<file path="config.mk">
export PLATFORM = sky130hd
export DESIGN_NAME = lsa_cfg_regs
export DESIGN_NICKNAME = d
export VERILOG_FILES = /design/src/rtl/assert_macros.svh /design/src/rtl/lsa_pkg.sv /design/src/rtl/lsa_cfg_regs.sv
export SDC_FILE = /design/constraint.sdc
export NUM_CORES = 1
export LEC_CHECK = 0
export BUFFER_PORTS_ARGS = -buffer_cell sky130_fd_sc_hd__buf_2
export CORE_MARGIN = 4
export CORE_UTILIZATION = 32
export DETAILED_ROUTE_END_ITERATION = 10
export PLACE_DENSITY = 0.76
export SETUP_SLACK_MARGIN = 0.15
export SLEW_MARGIN = 20
export SYNTH_ARGS = -nofsm -noshare
export SYNTH_HDL_FRONTEND = slang
export SYNTH_SLANG_ARGS = --single-unit
</file>
<file path="constraint.sdc">
create_clock -name clk_i -period 0.8 [get_ports clk_i]
set_input_delay 0.16 -clock clk_i [delete_from_list [all_inputs] [get_ports clk_i]]
set_output_delay 0.16 -clock clk_i [all_outputs]
set_load 0.1 [all_outputs]
</file>
<file path="src/rtl/assert_macros.svh">
// Assertion macros shared by the RTL modules.
// Each macro clocks on clk_i; the first also disables during reset.
`ifndef ASSERT_MACROS_SVH
`define ASSERT_MACROS_SVH

`define LSA_ASSERT(name, prop, msg) \
  name: assert property (@(posedge clk_i) disable iff (!rst_ni) (prop)) else $error(msg);

`define LSA_ASSERT_ALWAYS(name, prop, msg) \
  name: assert property (@(posedge clk_i) (prop)) else $error(msg);

`endif

</file>
<file path="src/rtl/lsa_pkg.sv">
// ----------------------------------------------------------------------------
// lsa_pkg
// Shared types and constants of the local sequence aligner.
// ----------------------------------------------------------------------------
package lsa_pkg;

  localparam int unsigned MaxLenDef  = 32;
  localparam int unsigned MaxResults = 64;
  localparam int unsigned CellMax    = 1023;
  localparam int unsigned ColW       = 18;

  localparam logic [1:0] CmdLoadRef = 2'd0;
  localparam logic [1:0] CmdLoadQry = 2'd1;
  localparam logic [1:0] CmdRun     = 2'd2;

  localparam logic [1:0] CfgMatch    = 2'd0;
  localparam logic [1:0] CfgMismatch = 2'd1;
  localparam logic [1:0] CfgGap      = 2'd2;

  typedef struct packed {
    logic [3:0] match;
    logic [4:0] mismatch;
    logic [4:0] gap;
  } cfg_t;

  typedef struct packed {
    logic load_ref;
    logic load_qry;
    logic fill_init;
    logic fill_rd;
    logic fill_cmp;
    logic tb_init;
    logic tb_up;
    logic tb_left;
    logic tb_diag;
    logic tb_eval;
    logic em_init;
    logic em_rd;
    logic em_ld;
    logic em_solo;
    logic em_pop;
  } ctrl_cmd_t;

  typedef struct packed {
    logic fill_empty;
    logic fill_last;
    logic best_zero;
    logic tb_more;
    logic solo_needed;
    logic em_last;
  } dp_status_t;

endpackage

</file>
<file path="src/rtl/lsa_cfg_regs.sv">
// ----------------------------------------------------------------------------
// lsa_cfg_regs
// APB-style register file holding the three scoring values.
// ----------------------------------------------------------------------------
module lsa_cfg_regs (
  input  logic          clk_i,
  input  logic          rst_ni,
  input  logic          psel,
  input  logic          penable,
  input  logic          pwrite,
  input  logic [3:0]    paddr,
  input  logic [31:0]   pwdata,
  output logic [31:0]   prdata,
  output logic          pready,
  output lsa_pkg::cfg_t cfg_o
);
  import lsa_pkg::*;

  cfg_t cfg_q;
  logic wr;

  assign pready = 1'b1;
  assign wr     = psel && penable && pwrite;
  assign cfg_o  = cfg_q;

  always_ff @(posedge clk_i or negedge rst_ni) begin
    if (!rst_ni) begin
      cfg_q.match    <= 4'd3;
      cfg_q.mismatch <= 5'b11101;
      cfg_q.gap      <= 5'b11110;
    end else if (wr) begin
      case (paddr[3:2])
        CfgMatch:    cfg_q.match    <= pwdata[3:0];
        CfgMismatch: cfg_q.mismatch <= pwdata[4:0];
        CfgGap:      cfg_q.gap      <= pwdata[4:0];
        default: ;
      endcase
    end
  end

  always_comb begin
    case (paddr[3:2])
      CfgMatch:    prdata = {28'd0, cfg_q.match};
      CfgMismatch: prdata = {27'd0, cfg_q.mismatch};
      CfgGap:      prdata = {27'd0, cfg_q.gap};
      default:     prdata = 32'd0;
    endcase
  end

endmodule

</file>
After elaboration in Yosys (flattened, before gate mapping)
Index checks and enable logic that the tools add are counted.
{"block": "totals", "wordCells": 12, "regBits": 14, "inputBits": 41, "output_inout_bits": 47}
{"block": "classes", "n_eq_ne": 2, "reduce_logical": 6, "muxes": 1}
{"operator": "$pmux 5 s3", "count": 1}
{"operator": "$reduce_and 2->1", "count": 3}
{"operator": "$eq 2x1->1 const B", "count": 1}
{"operator": "$eq 2x2->1 const B", "count": 1}
{"operator": "$logic_and 1x1->1", "count": 2}
{"operator": "$logic_not 2->1", "count": 1}

Depth between registers and ports, before layout
{"block": "depth", "ltp_word": 3, "mapped_depth": 4, "ltp_nobuf": 3}

Worst setup path before layout
No wires, ideal clock.
{"block": "synth_path", "kind": "register -> output", "start": "register cfg_q (netlist bit cfg_o[6])", "end": "output port prdata[1]", "arrival_ns": 3.210, "stages_incl_launch_ff": 3, "n_path_buf": 0, "setup_slack_ns": -2.570, "required_ns": 0.640, "path_cell_list": "dfrtp_1 > mux2i_1 > o21ai_0"}
{"block": "synth_via", "elab_chain_len": 1}
{"item": "from (decl)", "line_no": "lsa_cfg_regs.sv:19", "rtl": "cfg_t cfg_q;"}
{"item": "$pmux 5 s3", "line_no": "lsa_cfg_regs.sv:42", "rtl": "case (paddr[3:2])"}
{"item": "to (decl)", "line_no": "lsa_cfg_regs.sv:13", "rtl": "output logic [31:0] prdata,"}
No other way between the ends.

Worst setup path in the final report
{"block": "layout_path", "start": "register cfg_q (netlist bit cfg_o[7])", "end": "output port prdata[2]"}
Same word-level chain as after synthesis.

==> implementation parameters <==
Parameter                              Value

Outcome
  Status ... finished with violations
  Violations in the final reports ... negative setup slack

Die
  IO Count ... 88
  Total number of placement rows ... 18
  Initial core utilization ... 34.7%
  Core box area ... 2570 µm²
  Die width ... 60.8 µm
  Die Area ... 3700 µm²
  Height of the chip ... 60.8 µm

Clock network
  Clock tree from TritonCTS ... yes
  CTS H-Tree Depth ... 1
  Root Driver ... sky130_fd_sc_hd__clkbuf_4
  CTS buffer count ... 3
  Clock Sinks ... 14
  Clk pin slew, worst setup/hold paths ... 100 ps
  Number of buffers on the longest clock path ... 2
  Source-to-sink clock delay at the later pin of the worst-skew pair ... 280 ps

Timing
  Endpoints failing hold ... 0
  Ratio of final minimum period to clock period ... 190%
  Worst path setup slack after routing ... -724 ps
  Post-Route Hold Slack ... 121 ps
  Achievable clock frequency ... 0.656 GHz
  Setup repair after global routing missed its margin ... true
  Final Max Slew Viols ... 0
  Clock Skews ... 0 ps
  Setup violation total in the final timing report ... 33
  Min cycle time layout ... 1520 ps

Routing
  Routed met1 length ... 914 µm
  Routed WL ... 2710 µm
  Post-route DRC ... 0
  Detailed Route Iter0 Violations ... 5
  Routed length on met2 ... 1520 µm
  Uppermost layer routed ... met4
  Pre-antenna DRT Iters ... 4
  Vias ... 770
  Met3 wire length ... 230 µm
  DR WL/cell ... 14.9 µm
  Number of antenna-violating nets in the routed design ... 0
  DR vias/cell ... 4.23

Power
  NetSw ... 3.20 mW
  Total leakage power ... 0.908 nW
  Part of the power in registers ... 20.0%
  Power density over the cells ... 3210 nW/µm²
  Switching portion of total power ... 50.9%
  Clock share of power ... 8.5%
  Maximum ir drop on the vdd rail ... 2.92 mV
  Post-route total power ... 6.29 mW
  Gate power share ... 71.5%
  Cell-internal power ... 3.09 mW

Synth
  Cell with the most instances after synthesis ... sky130_fd_sc_hd__buf_4
  Largest cells by area after synthesis ... sky130_fd_sc_hd__dfstp_2 29%, sky130_fd_sc_hd__buf_4 24%, sky130_fd_sc_hd__mux2_2 11%, sky130_fd_sc_hd__dfrtp_1 11%, sky130_fd_sc_hd__mux2_4 8.4%
  Post-synth top area share ... 29.5%
  Synth unique cells ... 15
  Yosys reg bits ... 14
  Sequential fraction of the synthesis area ... 40.7%
  Mean instance size in the synthesized netlist ... 11.2 µm²
  Synth Warn # ... 0
  Synth async-reset ratio ... 100%
  Post-Synthesis Cells ... 80
  Cell area after synthesis ... 892 µm²
  List of most frequent post-synthesis cells ... 28 x sky130_fd_sc_hd__buf_4, 10 x sky130_fd_sc_hd__dfstp_2, 9 x sky130_fd_sc_hd__mux2_2
  Leading register cell type out of synthesis ... sky130_fd_sc_hd__dfstp_2
  Top cell type by total area after synthesis ... sky130_fd_sc_hd__dfstp_2
  Count of flip-flops with a built-in enable after synthesis ... 0

Placed design
  Detailed placement HPWL ... 1980 µm
  Weighted congestion at the end of routability-driven global placement ... 0.717
  Total of buffers placed on input and output ports ... 30

Global routing
  Overflow left after global routing ... 0
  Overall routing resource usage ... 15.8%
  Global-route wire length before repair ... 4180 µm
  Number of antenna violations at the first check in global routing ... 0
  Vias in the first global route ... 865
  Pin count of the biggest net entering global routing ... 15

Cells and area
  Flip-flop count of the largest register, all copies and words added ... 14
  Area delta synth->final ... 119%
  Utilization after layout ... 76.3%
  Proportion of layout cells with a drive suffix above 1 ... 77.0%
  Number of antenna cells inserted ... 0
  Total number of nets in the final design ... 194

Critical path
  Critical path endpoint category ... output port
  Kind of launch point of the worst setup path ... flip-flop
  Required arrival time at the worst endpoint ... 640 ps
  Worst Setup Path Type ... flip-flop to output port
  Biggest fanout along the worst timing path ... 2
  Endpoint arrival time on the critical path ... 1360 ps

Worst hold path
  Min-delay worst type ... input port to flip-flop

Run
  Max-cap violations ... 0
worst max-delay path: stages, from the launching register on:
cell and delay, ps:
sky130_fd_sc_hd__dfstp_4 650, sky130_fd_sc_hd__mux2i_4 70, sky130_fd_sc_hd__o21ai_4 150, sky130_fd_sc_hd__buf_12 190
layout by cell type (no fill, tap or decap), types with 3 or more instances in the layout:
cell                       synthesis  routed
sky130_fd_sc_hd__buf_12            0      22
sky130_fd_sc_hd__buf_2             2       9
sky130_fd_sc_hd__buf_4            28      15
sky130_fd_sc_hd__buf_6             0      24
sky130_fd_sc_hd__clkbuf_4          0       3
sky130_fd_sc_hd__conb_1            2      28
sky130_fd_sc_hd__dfrtp_4           0       4
sky130_fd_sc_hd__dfstp_4           0      10
sky130_fd_sc_hd__mux2_2            9       3
sky130_fd_sc_hd__mux2_4            5      11
sky130_fd_sc_hd__mux2i_4           0       4
sky130_fd_sc_hd__nand2_1           6       5
sky130_fd_sc_hd__o21ai_4           0       5
repair_timing:
| item | CTS | global route |
|---|---|---|
| gates resized for setup | 25 | 6 |
| hold buffers | 1 | 0 |
| pin swaps | 5 | 2 |
| setup endpoints to repair | 33 | 33 |
| hold endpoints to repair | 4 | 0 |
| setup buffers | 10 | 4 |
stage by stage:
stage / setup TNS [ps] / instance area [µm²] / setup slack (ps) / std cells
floorplan: -9470 / 1220 / -845 / 106
global placement: -11300 / 1670 / -518 / 163
detailed placement: -11970 / 1670 / -538 / 163
CTS: -13610 / 1910 / -722 / 178
global route: -14920 / 1960 / -756 / 182
finish: -13930 / 1960 / -724 / 182
cell families after synthesis:
family / Yosys count / synth area share, %
buffers and inverters: 30 / 24.7
and+or+nand+nor: 11 / 6.73
AOI/OAI and AO/OA: 5 / 2.80
muxes: 18 / 24.3
DFF: 14 / 40.7
other: 2 / 0.842
final timing paths:
path / slack [ps] / to / cells after the start / start
worst min register to register: 690 / cfg_o[0] / 2 / cfg_o[0]
max in group asynchronous: 220 / cfg_o[11] / 2 / rst_ni
worst max-delay path: -720 / prdata[2] / 3 / cfg_o[7]
worst min-delay path: 120 / cfg_o[4] / 2 / pwdata[4]
worst max register to register: -340 / cfg_o[9] / 4 / cfg_o[9]
min in group asynchronous: 280 / cfg_o[12] / 2 / rst_ni
power groups by stage:
| stage | clock, mW | sequential [mW] | combinational [mW] |
|---|---|---|---|
| floorplan | 0 | 2.52 | 1.50 |
| global placement | 0 | 1.22 | 4.07 |
| detailed placement | 0 | 1.23 | 4.11 |
| CTS | 0.534 | 1.25 | 4.39 |
| global route | 0.584 | 1.28 | 4.63 |
| finish | 0.532 | 1.26 | 4.50 |
area by class of cell:
type / instances / area, µm²
clock buffer: 4 / 36.3
sequential: 14 / 415
fill: 158 / 609
multi-input combinational: 62 / 576
tap: 30 / 37.5
timing repair buffer: 72 / 893
metal layers:
layer	track usage, %	up-vias
met2	30.7	52
li1	-	357
met1	16.5	355
met4	4.33	0
met5	0	-
met3	4.04	6
Note: power is estimated with default switching activity, not from simulation.
