$ cat src/rtl/assert_macros.svh
// Assertion macros shared by the RTL modules.
// Each macro clocks on clk_i; the first also disables during reset.
`ifndef ASSERT_MACROS_SVH
`define ASSERT_MACROS_SVH

`define LSA_ASSERT(name, prop, msg) \
  name: assert property (@(posedge clk_i) disable iff (!rst_ni) (prop)) else $error(msg);

`define LSA_ASSERT_ALWAYS(name, prop, msg) \
  name: assert property (@(posedge clk_i) (prop)) else $error(msg);

`endif

$ cat src/rtl/lsa_pkg.sv
// ----------------------------------------------------------------------------
// lsa_pkg
// Shared types and constants of the local sequence aligner.
// ----------------------------------------------------------------------------
package lsa_pkg;

  localparam int unsigned MaxLenDef  = 32;
  localparam int unsigned MaxResults = 64;
  localparam int unsigned CellMax    = 1023;
  localparam int unsigned ColW       = 18;

  localparam logic [1:0] CmdLoadRef = 2'd0;
  localparam logic [1:0] CmdLoadQry = 2'd1;
  localparam logic [1:0] CmdRun     = 2'd2;

  localparam logic [1:0] CfgMatch    = 2'd0;
  localparam logic [1:0] CfgMismatch = 2'd1;
  localparam logic [1:0] CfgGap      = 2'd2;

  typedef struct packed {
    logic [3:0] match;
    logic [4:0] mismatch;
    logic [4:0] gap;
  } cfg_t;

  typedef struct packed {
    logic load_ref;
    logic load_qry;
    logic fill_init;
    logic fill_rd;
    logic fill_cmp;
    logic tb_init;
    logic tb_up;
    logic tb_left;
    logic tb_diag;
    logic tb_eval;
    logic em_init;
    logic em_rd;
    logic em_ld;
    logic em_solo;
    logic em_pop;
  } ctrl_cmd_t;

  typedef struct packed {
    logic fill_empty;
    logic fill_last;
    logic best_zero;
    logic tb_more;
    logic solo_needed;
    logic em_last;
  } dp_status_t;

endpackage

$ cat src/rtl/lsa_ctrl.sv
// ----------------------------------------------------------------------------
// lsa_ctrl
// Sequencer for loads, matrix fill, traceback and result emission.
// ----------------------------------------------------------------------------
`include "assert_macros.svh"
module lsa_ctrl (
  input  logic                clk_i,
  input  logic                rst_ni,
  input  logic                in_valid_i,
  output logic                in_ready_o,
  input  logic [1:0]          cmd_i,
  output logic                out_valid_o,
  input  logic                out_ready_i,
  input  lsa_pkg::dp_status_t status_i,
  output lsa_pkg::ctrl_cmd_t  cmd_o
);
  import lsa_pkg::*;

  localparam logic [3:0] S_IDLE  = 4'd0;
  localparam logic [3:0] S_FINIT = 4'd1;
  localparam logic [3:0] S_FRD   = 4'd2;
  localparam logic [3:0] S_FCMP  = 4'd3;
  localparam logic [3:0] S_TINIT = 4'd4;
  localparam logic [3:0] S_TUP   = 4'd5;
  localparam logic [3:0] S_TLEFT = 4'd6;
  localparam logic [3:0] S_TDIAG = 4'd7;
  localparam logic [3:0] S_TEVAL = 4'd8;
  localparam logic [3:0] S_EINIT = 4'd9;
  localparam logic [3:0] S_ERD   = 4'd10;
  localparam logic [3:0] S_ELD   = 4'd11;
  localparam logic [3:0] S_ESOLO = 4'd12;
  localparam logic [3:0] S_EWAIT = 4'd13;

  logic [3:0] state_q, state_d;
  logic       in_acc;

  assign in_ready_o  = (state_q == S_IDLE);
  assign out_valid_o = (state_q == S_EWAIT);
  assign in_acc      = in_valid_i && in_ready_o;

  always_ff @(posedge clk_i or negedge rst_ni) begin
    if (!rst_ni) begin
      state_q <= S_IDLE;
    end else begin
      state_q <= state_d;
    end
  end

  always_comb begin
    state_d = state_q;
    cmd_o   = '0;
    case (state_q)
      S_IDLE: begin
        if (in_acc) begin
          case (cmd_i)
            CmdLoadRef: cmd_o.load_ref = 1'b1;
            CmdLoadQry: cmd_o.load_qry = 1'b1;
            CmdRun:     state_d = S_FINIT;
            default: ;
          endcase
        end
      end
      S_FINIT: begin
        cmd_o.fill_init = 1'b1;
        state_d = S_FRD;
        if (status_i.fill_empty) state_d = S_TINIT;
      end
      S_FRD: begin
        cmd_o.fill_rd = 1'b1;
        state_d = S_FCMP;
      end
      S_FCMP: begin
        cmd_o.fill_cmp = 1'b1;
        state_d = status_i.fill_last ? S_TINIT : S_FRD;
      end
      S_TINIT: begin
        cmd_o.tb_init = 1'b1;
        state_d = status_i.best_zero ? S_EINIT : S_TUP;
      end
      S_TUP: begin
        cmd_o.tb_up = 1'b1;
        state_d = S_TLEFT;
      end
      S_TLEFT: begin
        cmd_o.tb_left = 1'b1;
        state_d = S_TDIAG;
      end
      S_TDIAG: begin
        cmd_o.tb_diag = 1'b1;
        state_d = S_TEVAL;
      end
      S_TEVAL: begin
        cmd_o.tb_eval = 1'b1;
        state_d = status_i.tb_more ? S_TUP : S_EINIT;
      end
      S_EINIT: begin
        cmd_o.em_init = 1'b1;
        state_d = status_i.solo_needed ? S_ESOLO : S_ERD;
      end
      S_ERD: begin
        cmd_o.em_rd = 1'b1;
        state_d = S_ELD;
      end
      S_ELD: begin
        cmd_o.em_ld = 1'b1;
        state_d = S_EWAIT;
      end
      S_ESOLO: begin
        cmd_o.em_solo = 1'b1;
        state_d = S_EWAIT;
      end
      S_EWAIT: begin
        if (out_ready_i) begin
          cmd_o.em_pop = 1'b1;
          state_d = status_i.em_last ? S_IDLE : S_ERD;
        end
      end
      default: state_d = S_IDLE;
    endcase
  end

  `LSA_ASSERT(a_no_overlap, !(in_ready_o && out_valid_o), "input and output both open")
  `LSA_ASSERT(a_fcmp_after_frd, (state_q == S_FCMP) |-> ($past(state_q) == S_FRD), "bad fill order")
  `LSA_ASSERT(a_wait_entry, ((state_q == S_EWAIT) && ($past(state_q) != S_EWAIT)) |-> (($past(state_q) == S_ELD) || ($past(state_q) == S_ESOLO)), "result not loaded")

endmodule

$ cat config.mk
export PLATFORM = sky130hd
export DESIGN_NAME = lsa_ctrl
export DESIGN_NICKNAME = d
export VERILOG_FILES = /design/src/rtl/lsa_pkg.sv /design/src/rtl/lsa_ctrl.sv
export VERILOG_INCLUDE_DIRS = /design/src /design/src/rtl
export SDC_FILE = /design/constraint.sdc
export NUM_CORES = 1
export LEC_CHECK = 0
export BUFFER_PORTS_ARGS = -buffer_cell sky130_fd_sc_hd__buf_4
export CAP_MARGIN = 10
export CORE_UTILIZATION = 40
export DETAILED_ROUTE_END_ITERATION = 6
export PLACE_DENSITY_LB_ADDON = 0.3
export SLEW_MARGIN = 25
export SYNTH_ARGS = -nofsm -noshare
export SYNTH_HDL_FRONTEND = slang
export SYNTH_SLANG_ARGS = --single-unit
$ cat constraint.sdc
create_clock -name clk_i -period 2.48 [get_ports clk_i]
set_clock_uncertainty 0.05 [all_clocks]
set_input_delay 0.744 -clock clk_i [delete_from_list [all_inputs] [get_ports clk_i]]
set_output_delay 0.744 -clock clk_i [all_outputs]
set_load 0.01 [all_outputs]
Word level (Yosys, flattened, before mapping)
Cells that the tools add are included.
{"block": "op_classes", "n_addsub": 0, "multipliers": 0, "div": 0, "magnitude_cmp": 0, "n_eq_ne": 18, "n_shift": 0, "mux": 28, "bitwise": 0, "reduce_logical": 5}
{"op": "4-bit case mux with 13 select lines", "n": 1}
{"op": "4-bit == test, second input constant", "n": 6}
{"op": "4-bit two-way mux", "n": 6}
{"op": "4-bit by 3-bit == test with 1-bit output, second input constant", "n": 4}
{"op": "1-bit two-way mux", "n": 16}
{"op": "3-bit two-way mux", "n": 3}
{"op": "4-bit by 2-bit == test with 1-bit output, second input constant", "n": 2}
{"op": "2-bit by 1-bit != test with 1-bit output, second input constant", "n": 3}
{"op": "4-bit by 1-bit == test with 1-bit output, second input constant", "n": 1}
{"op": "4-bit logical NOT", "n": 1}
{"op": "2-bit two-way mux", "n": 2}
{"op": "3-bit AND reduction", "n": 1}
{"op": "2-bit by 1-bit == test with 1-bit output, second input constant", "n": 1}
{"op": "2-bit == test, second input constant", "n": 1}
{"op": "2-bit logical NOT", "n": 1}
{"op": "2-bit OR reduction", "n": 1}
{"op": "1-bit logical AND", "n": 1}
{"block": "totals", "register_bits": 4, "latch_bits": 0, "ramBits": 0, "romBits": 0, "inputBits": 12, "output_inout_bits": 17, "wordCells": 52, "n_memories": 0}

Longest topological paths before layout
Gate-level depths: netlist (run 1).
{"block": "depth", "word_depth": 4, "mapped_depth": 6, "depth_no_buf": 4}

Least setup slack after synthesis (run 1)
No wires, ideal clock.
{"block": "synth_timing", "path_kind": "flip-flop to output port", "from": "reg state_q[2]", "to": "out cmd_o[14] (netlist name)", "arrival_ns": 1.314, "required_ns": 1.686, "path_slack_ns": 0.372, "path_stages_with_launch": 4, "path_buffers": 1, "cell_sequence": "dfrtp_1 buf_2 nor4_4 nor4bb_1"}
{"element": "from (decl)", "line": "lsa_ctrl.sv:34", "source": "logic [3:0] state_q, state_d;"}
{"element": "from (signal assigned)", "line": "lsa_ctrl.sv:45", "source": "state_q <= state_d;"}
{"element": "to (decl)", "line": "lsa_ctrl.sv:15", "source": "output lsa_pkg::ctrl_cmd_t cmd_o"}

==> impl_metrics.tcl, run 1 <==
set metrics [dict create \
    cts_hold_buf 0 \
    boundaryPins 29 \
    fin_crit_ns 2.299 \
    crit_fanout 16 \
    routed_wl_mm 1.505 \
    ys_top_cells_by_area "dfrtp_1 19%, nor2_1 9.3%, a21oi_1 5.7%" \
    yosysWarnings 0 \
    start_kind "flip-flop" \
    leakage_nw 0.3516 \
    syn-cell-area_sq_um 524.3 \
    tritoncts "built" \
    syn_inst 75 \
    avgSynthCellArea_sq_um 6.990 \
    cts_root_buf "clkbuf_4" \
    die_h_microns 38.20 \
    path_clk_slew_ns 0.05 \
    synth_xor_xnor_area_share_pct 1.671 \
    power_density_nw_per_um2 1155 \
    critPathArrivalTime_ns 1.51 \
    cts-resized-gates 0 \
    synth-seq-cells 4 \
    ys_types 33 \
    rows 12 \
    synth_compound_area_share_pct 28.88 \
    layout_commonest_cell "buf_4" \
    start_util_pct 45.35 \
    hold_viol_final 0 \
    worstSkewPairLatency_ns 0.24 \
    via_per_inst 5.624 \
    top_register "state_q" \
    synth_adder_area_share_pct 0 \
    dp_hpwl_mm 1.166 \
    final.setup.tns_ns 0 \
    yosys-mux-area-fraction_pct 0 \
    cts_made_buffers 3 \
    firstDrtPassIters 4 \
    first_global_vias 597 \
    diodes 0 \
    grt_pass1_wl_mm 2.421 \
    switching_share_pct 50.53 \
    top_regs "state_q x4" \
    ir_drop_mv 0.6453 \
    synth_top_family_by_area "simple AND/OR/NAND/NOR gates" \
    post-place-ws_ns 0.3651 \
    io_buffers 28 \
    hp-class "in -> async" \
    coreArea_sq_um 1156 \
    post-synth-top-area-cell "dfrtp_1" \
    drcViolationCount 0 \
    power_frac_comb_pct 69.9 \
    setup_viol_count_final 0 \
    grt-ovfl-total 0 \
    worstSetupEndpointType "output port" \
    outcome "complete, no violations" \
    switchingPower_uw 441.0 \
    die_w_microns 38.20 \
    layoutNonFillerInstCount 117 \
    synth.yosys.seq_area_share_pct 19.09 \
    largest_register_ffs 4 \
    grt_use_total_pct 23.63 \
    drtIter0Drc 27 \
    cts_setup_buffers 0 \
    area_growth_syn_to_layout_pct 44.15 \
    vias 658 \
    critPathKind "reg -> out" \
    grt_max_degree 18 \
    nets 117 \
    cts_max_level 1 \
    gp_congestion 0.8714 \
    dieArea_sq_um 1459 \
    clkPwrFrac_pct 9.9 \
    drive_gt1_share_pct 36.89 \
    slew_violations 0 \
    power_uw 872.6 \
    intPower_uw 431.7 \
    worstMarginPinSlew_ns 0.5507 \
    worst_slack_ns 0.1808 \
    cts.sinks 4 \
    max_clock_freq_mhz 434.9 \
    cp.required_ns 1.69 \
    antenna_found_initial 0 \
    hold_slack_ns 0.2378 \
    yosys.area_share.simple_pct 40.33 \
    drv_cap 0 \
    mostFrequentLayoutCells "31 x buf_4, 13 x nor2_1, 8 x nand2_1, 6 x a21oi_1" \
    synth.top_cell.area_share_pct 19.09 \
    min_period_over_period_pct 92.71 \
    syn_nets 87 \
    power_frac_seq_pct 20.3 \
    routedWlPerCell_microns 12.86 \
    dp.cells 114 \
    clockBufferDepth 2 \
    final_antenna_net_count 0 \
    rsz0062_at_grt "no" \
    max_slew_margin_pct 63.28 \
]
[cell type report]
| type | count | area [sq um] |
|---|---|---|
| flip-flops and latches | 4 | 100.1 |
| repair buffers | 31 | 232.7 |
| fillers | 106 | 400.4 |
| inverters | 3 | 11.26 |
| clock buffers | 3 | 22.52 |
| multi-input cells | 62 | 371.6 |
| well taps | 14 | 17.52 |
[power groups by stage]
stage	registers [mW]	clock network, mW	logic (mW)
2_1_floorplan	0.122	0	0.486
6_report	0.177	0.0860	0.610
3_3_place_gp	0.172	0	0.602
3_5_place_dp	0.175	0	0.609
4_1_cts	0.175	0.0859	0.612
5_1_grt	0.184	0.0917	0.681
[per-stage QoR]
step	util [%]	instance area [sq um]
after floorplan	-	524.3
final	65.37	755.7
after global routing	65.37	755.7
after detailed placement	63.42	733.2
after global placement	63.42	733.2
after CTS	65.37	755.7
[critical path, cell delays in order, from the launching register on]
cell      delay [ns]
dfrtp_1         0.57
nor4_4          0.27
nor4bb_1        0.26
buf_4           0.17
[logic make-up (layout without fill, tap and decap cells)]
| family | after synthesis | count (layout) |
|---|---|---|
| xor+xnor | 1 | 1 |
| buf+inv | 9 | 37 |
| simple gates | 39 | 39 |
| compound gates | 22 | 22 |
| flops | 4 | 4 |
[layer usage]
| metal | track usage [%] | part of all wire [%] |
|---|---|---|
| met4 | 11.61 | 1.5 |
| met3 | 0 | 4.7 |
| met1 | 25.98 | 39 |
| met2 | 45.76 | 54 |
| met5 | 0 | 0 |
[cells in the mapped netlist (all sizes together)]
cell and number:
o21ai 5, nand2b 4, dfrtp 4, nor3 4, a311o 1, or2 1, a21oi 7, and2 1
a311oi 1, nor4bb 1, o22ai 1, o32ai 1, xor2 1, buf 6, o311ai 1, nor2 13
a22oi 1, and4b 1, nor2b 2, a221oi 1, nand3b 1, and3 1, o21a 1, inv 3
nor4 1, nor3b 1, nand2 8, o211ai 2
[worst paths after layout]
kind                                         from                     end  slack [ns]  depth (start not counted)
min in group clk_i         state_q[1]$_DFFE_PN0P_  state_q[1]$_DFFE_PN0P_        0.66                          4
setup / recovery           state_q[3]$_DFFE_PN0P_               cmd_o[14]        0.18                          3
setup reg to reg           state_q[0]$_DFFE_PN0P_  state_q[2]$_DFFE_PN0P_        0.86                          5
hold reg to reg            state_q[1]$_DFFE_PN0P_  state_q[1]$_DFFE_PN0P_        0.66                          4
hold / removal                             rst_ni  state_q[0]$_DFFE_PN0P_        0.24                          1
max in group asynchronous                  rst_ni  state_q[3]$_DFFE_PN0P_        2.03                          1
(Power assumes the default switching activity.)
==> run 2, diff against run 1 <==
- RECOVER_POWER: not set -> 25
==> run 2 against run 1 <==
Net effect:
- critical path type unchanged
- combinational power fell by 1%
- clock-buffer cell count did not move
- flip-flop and latch count did not move
- worst setup slack got worse by 0.013 ns
- power fell by 1.1%
- global-route usage did not move
==> impl_metrics.tcl, run 2 (synthesis results as in run 1) <==
set metrics [dict create \
    routedWlPerCell_microns 12.96 \
    final_antenna_net_count 0 \
    path_clk_slew_ns 0.05 \
    critPathArrivalTime_ns 1.52 \
    start_util_pct 45.35 \
    utilization_pct 64.50 \
    vias 656 \
    fillers 107 \
    nets 117 \
    multi_input_area_sq_um 365.4 \
    cp.required_ns 1.69 \
    slew_violations 0 \
    leakage_nw 0.3475 \
    ir_drop_mv 0.6373 \
    area_growth_syn_to_layout_pct 42.24 \
    fin_crit_ns 2.312 \
    setup_viol_count_final 0 \
    power_density_nw_per_um2 1157 \
    hold_slack_ns 0.2720 \
    cp_slowest_cell "dfrtp_1" \
    coreArea_sq_um 1156 \
    critPathKind "reg -> out" \
    clockBufferDepth 2 \
    drcViolationCount 0 \
    outcome "complete, no violations" \
    gp_congestion 0.8714 \
    die_h_microns 38.20 \
    cts-resized-gates 0 \
    layoutNonFillerInstCount 117 \
    io_buffers 28 \
    min_period_over_period_pct 93.23 \
    drtIter0Drc 16 \
    top_register "state_q" \
    max_slew_margin_pct 63.78 \
    cp_cell_sequence "inv_1 -> nand2_1 -> nor2_1 -> buf_4" \
    switchingPower_uw 437.4 \
    first_global_vias 597 \
    cts.sinks 4 \
    dp_hpwl_mm 1.166 \
    worstSkewPairLatency_ns 0.24 \
    hp-class "in -> async" \
    drv_cap 0 \
    rows 12 \
    cts_max_level 1 \
    rsz0062_at_grt "no" \
    place_area_sq_um 733.2 \
    drive_gt1_share_pct 33.98 \
    crit_fanout 16 \
    cts_made_buffers 3 \
    routed_wl_mm 1.516 \
    worstSetupEndpointType "output port" \
    intPower_uw 425.7 \
    largest_register_ffs 4 \
    dieArea_sq_um 1459 \
    firstDrtPassIters 4 \
    boundaryPins 29 \
    fin_area_sq_um 745.7 \
    cp_slowest_stage_delay_ns 0.67 \
    max_clock_freq_mhz 432.5 \
    switching_share_pct 50.67 \
    mostFrequentLayoutCells "30 x buf_4, 13 x nor2_1, 8 x nand2_1, 6 x a21oi_1" \
    regArea_sq_um 100.1 \
    start_kind "flip-flop" \
    grt-ovfl-total 0 \
    clkPwrFrac_pct 9.9 \
    hold_viol_final 0 \
    cts_root_buf "clkbuf_4" \
    cts_setup_buffers 0 \
    grt_max_degree 18 \
    die_w_microns 38.20 \
    via_per_inst 5.607 \
    antenna_found_initial 0 \
    layout_commonest_cell "buf_4" \
    tritoncts "built" \
    grt_pass1_wl_mm 2.421 \
    top_regs "state_q x4" \
    dp.cells 114 \
    worstMarginPinSlew_ns 0.5433 \
    diodes 0 \
    power_frac_seq_pct 20.4 \
    power_frac_comb_pct 69.6 \
    final.setup.tns_ns 0 \
    grt_use_total_pct 23.63 \
    cts_hold_buf 0 \
]
## run 2: cell types whose count changed in the layout (fill, tap and decap cells not counted), sizes merged
cell / previous run / this run
buf: 31 / 30
clkbuf: 3 / 4
## run 2: worst paths after layout
kind	start	end	slack [ns]	cells past startpoint
hold / removal	rst_ni	state_q[0]$_DFFE_PN0P_	0.27	1
setup reg to reg	state_q[0]$_DFFE_PN0P_	state_q[2]$_DFFE_PN0P_	0.87	5
setup / recovery	state_q[3]$_DFFE_PN0P_	cmd_o[8]	0.17	4
hold reg to reg	state_q[1]$_DFFE_PN0P_	state_q[1]$_DFFE_PN0P_	0.67	4
max in group asynchronous	rst_ni	state_q[3]$_DFFE_PN0P_	1.91	1
min in group clk_i	state_q[1]$_DFFE_PN0P_	state_q[1]$_DFFE_PN0P_	0.67	4
## run 2: layer usage
layer  global-route usage [%]  share of wire, %  vias to the layer above  wire [microns]
met1                    25.98                41                      298             627
met2                    45.76                52                       30             795
li1                         -                 -                      324               -
met4                    11.61               1.5                        0              23
met3                        0               4.7                        4              71
met5                        0                 0                        -               0
## run 2: layout make-up
cell class | count | area share (%)
Clock buffer | 3 | 3.020
Timing Repair Buffer | 31 | 30.70
Sequential cell | 4 | 13.42
Multi-Input combinational cell | 62 | 48.99
Inverter | 3 | 1.510
Tap cell | 14 | 2.349
## run 2: per-stage QoR
| step | worst slack (ns) | power, mW |
|---|---|---|
| floorplan | 0.3717 | 0.6071 |
| global placement | 0.4108 | 0.7749 |
| detailed placement | 0.3651 | 0.7841 |
| CTS | 0.1645 | 0.8724 |
| global route | 0.03594 | 0.9443 |
| finish | 0.1679 | 0.8631 |
## run 2: worst max-delay path: cells and delay by family, from the launching register on
kind / cells / cell delay (ns)
flops: 1 / 0.67
buf+inv: 2 / 0.35
simple gates: 2 / 0.25
## run 2: power groups by stage
stage	clock [mW]	combinational (mW)	sequential, mW
after CTS	0.0859	0.612	0.175
final	0.0858	0.601	0.176
after floorplan	0	0.486	0.122
after detailed placement	0	0.609	0.175
after global routing	0.0917	0.670	0.183
after global placement	0	0.602	0.172
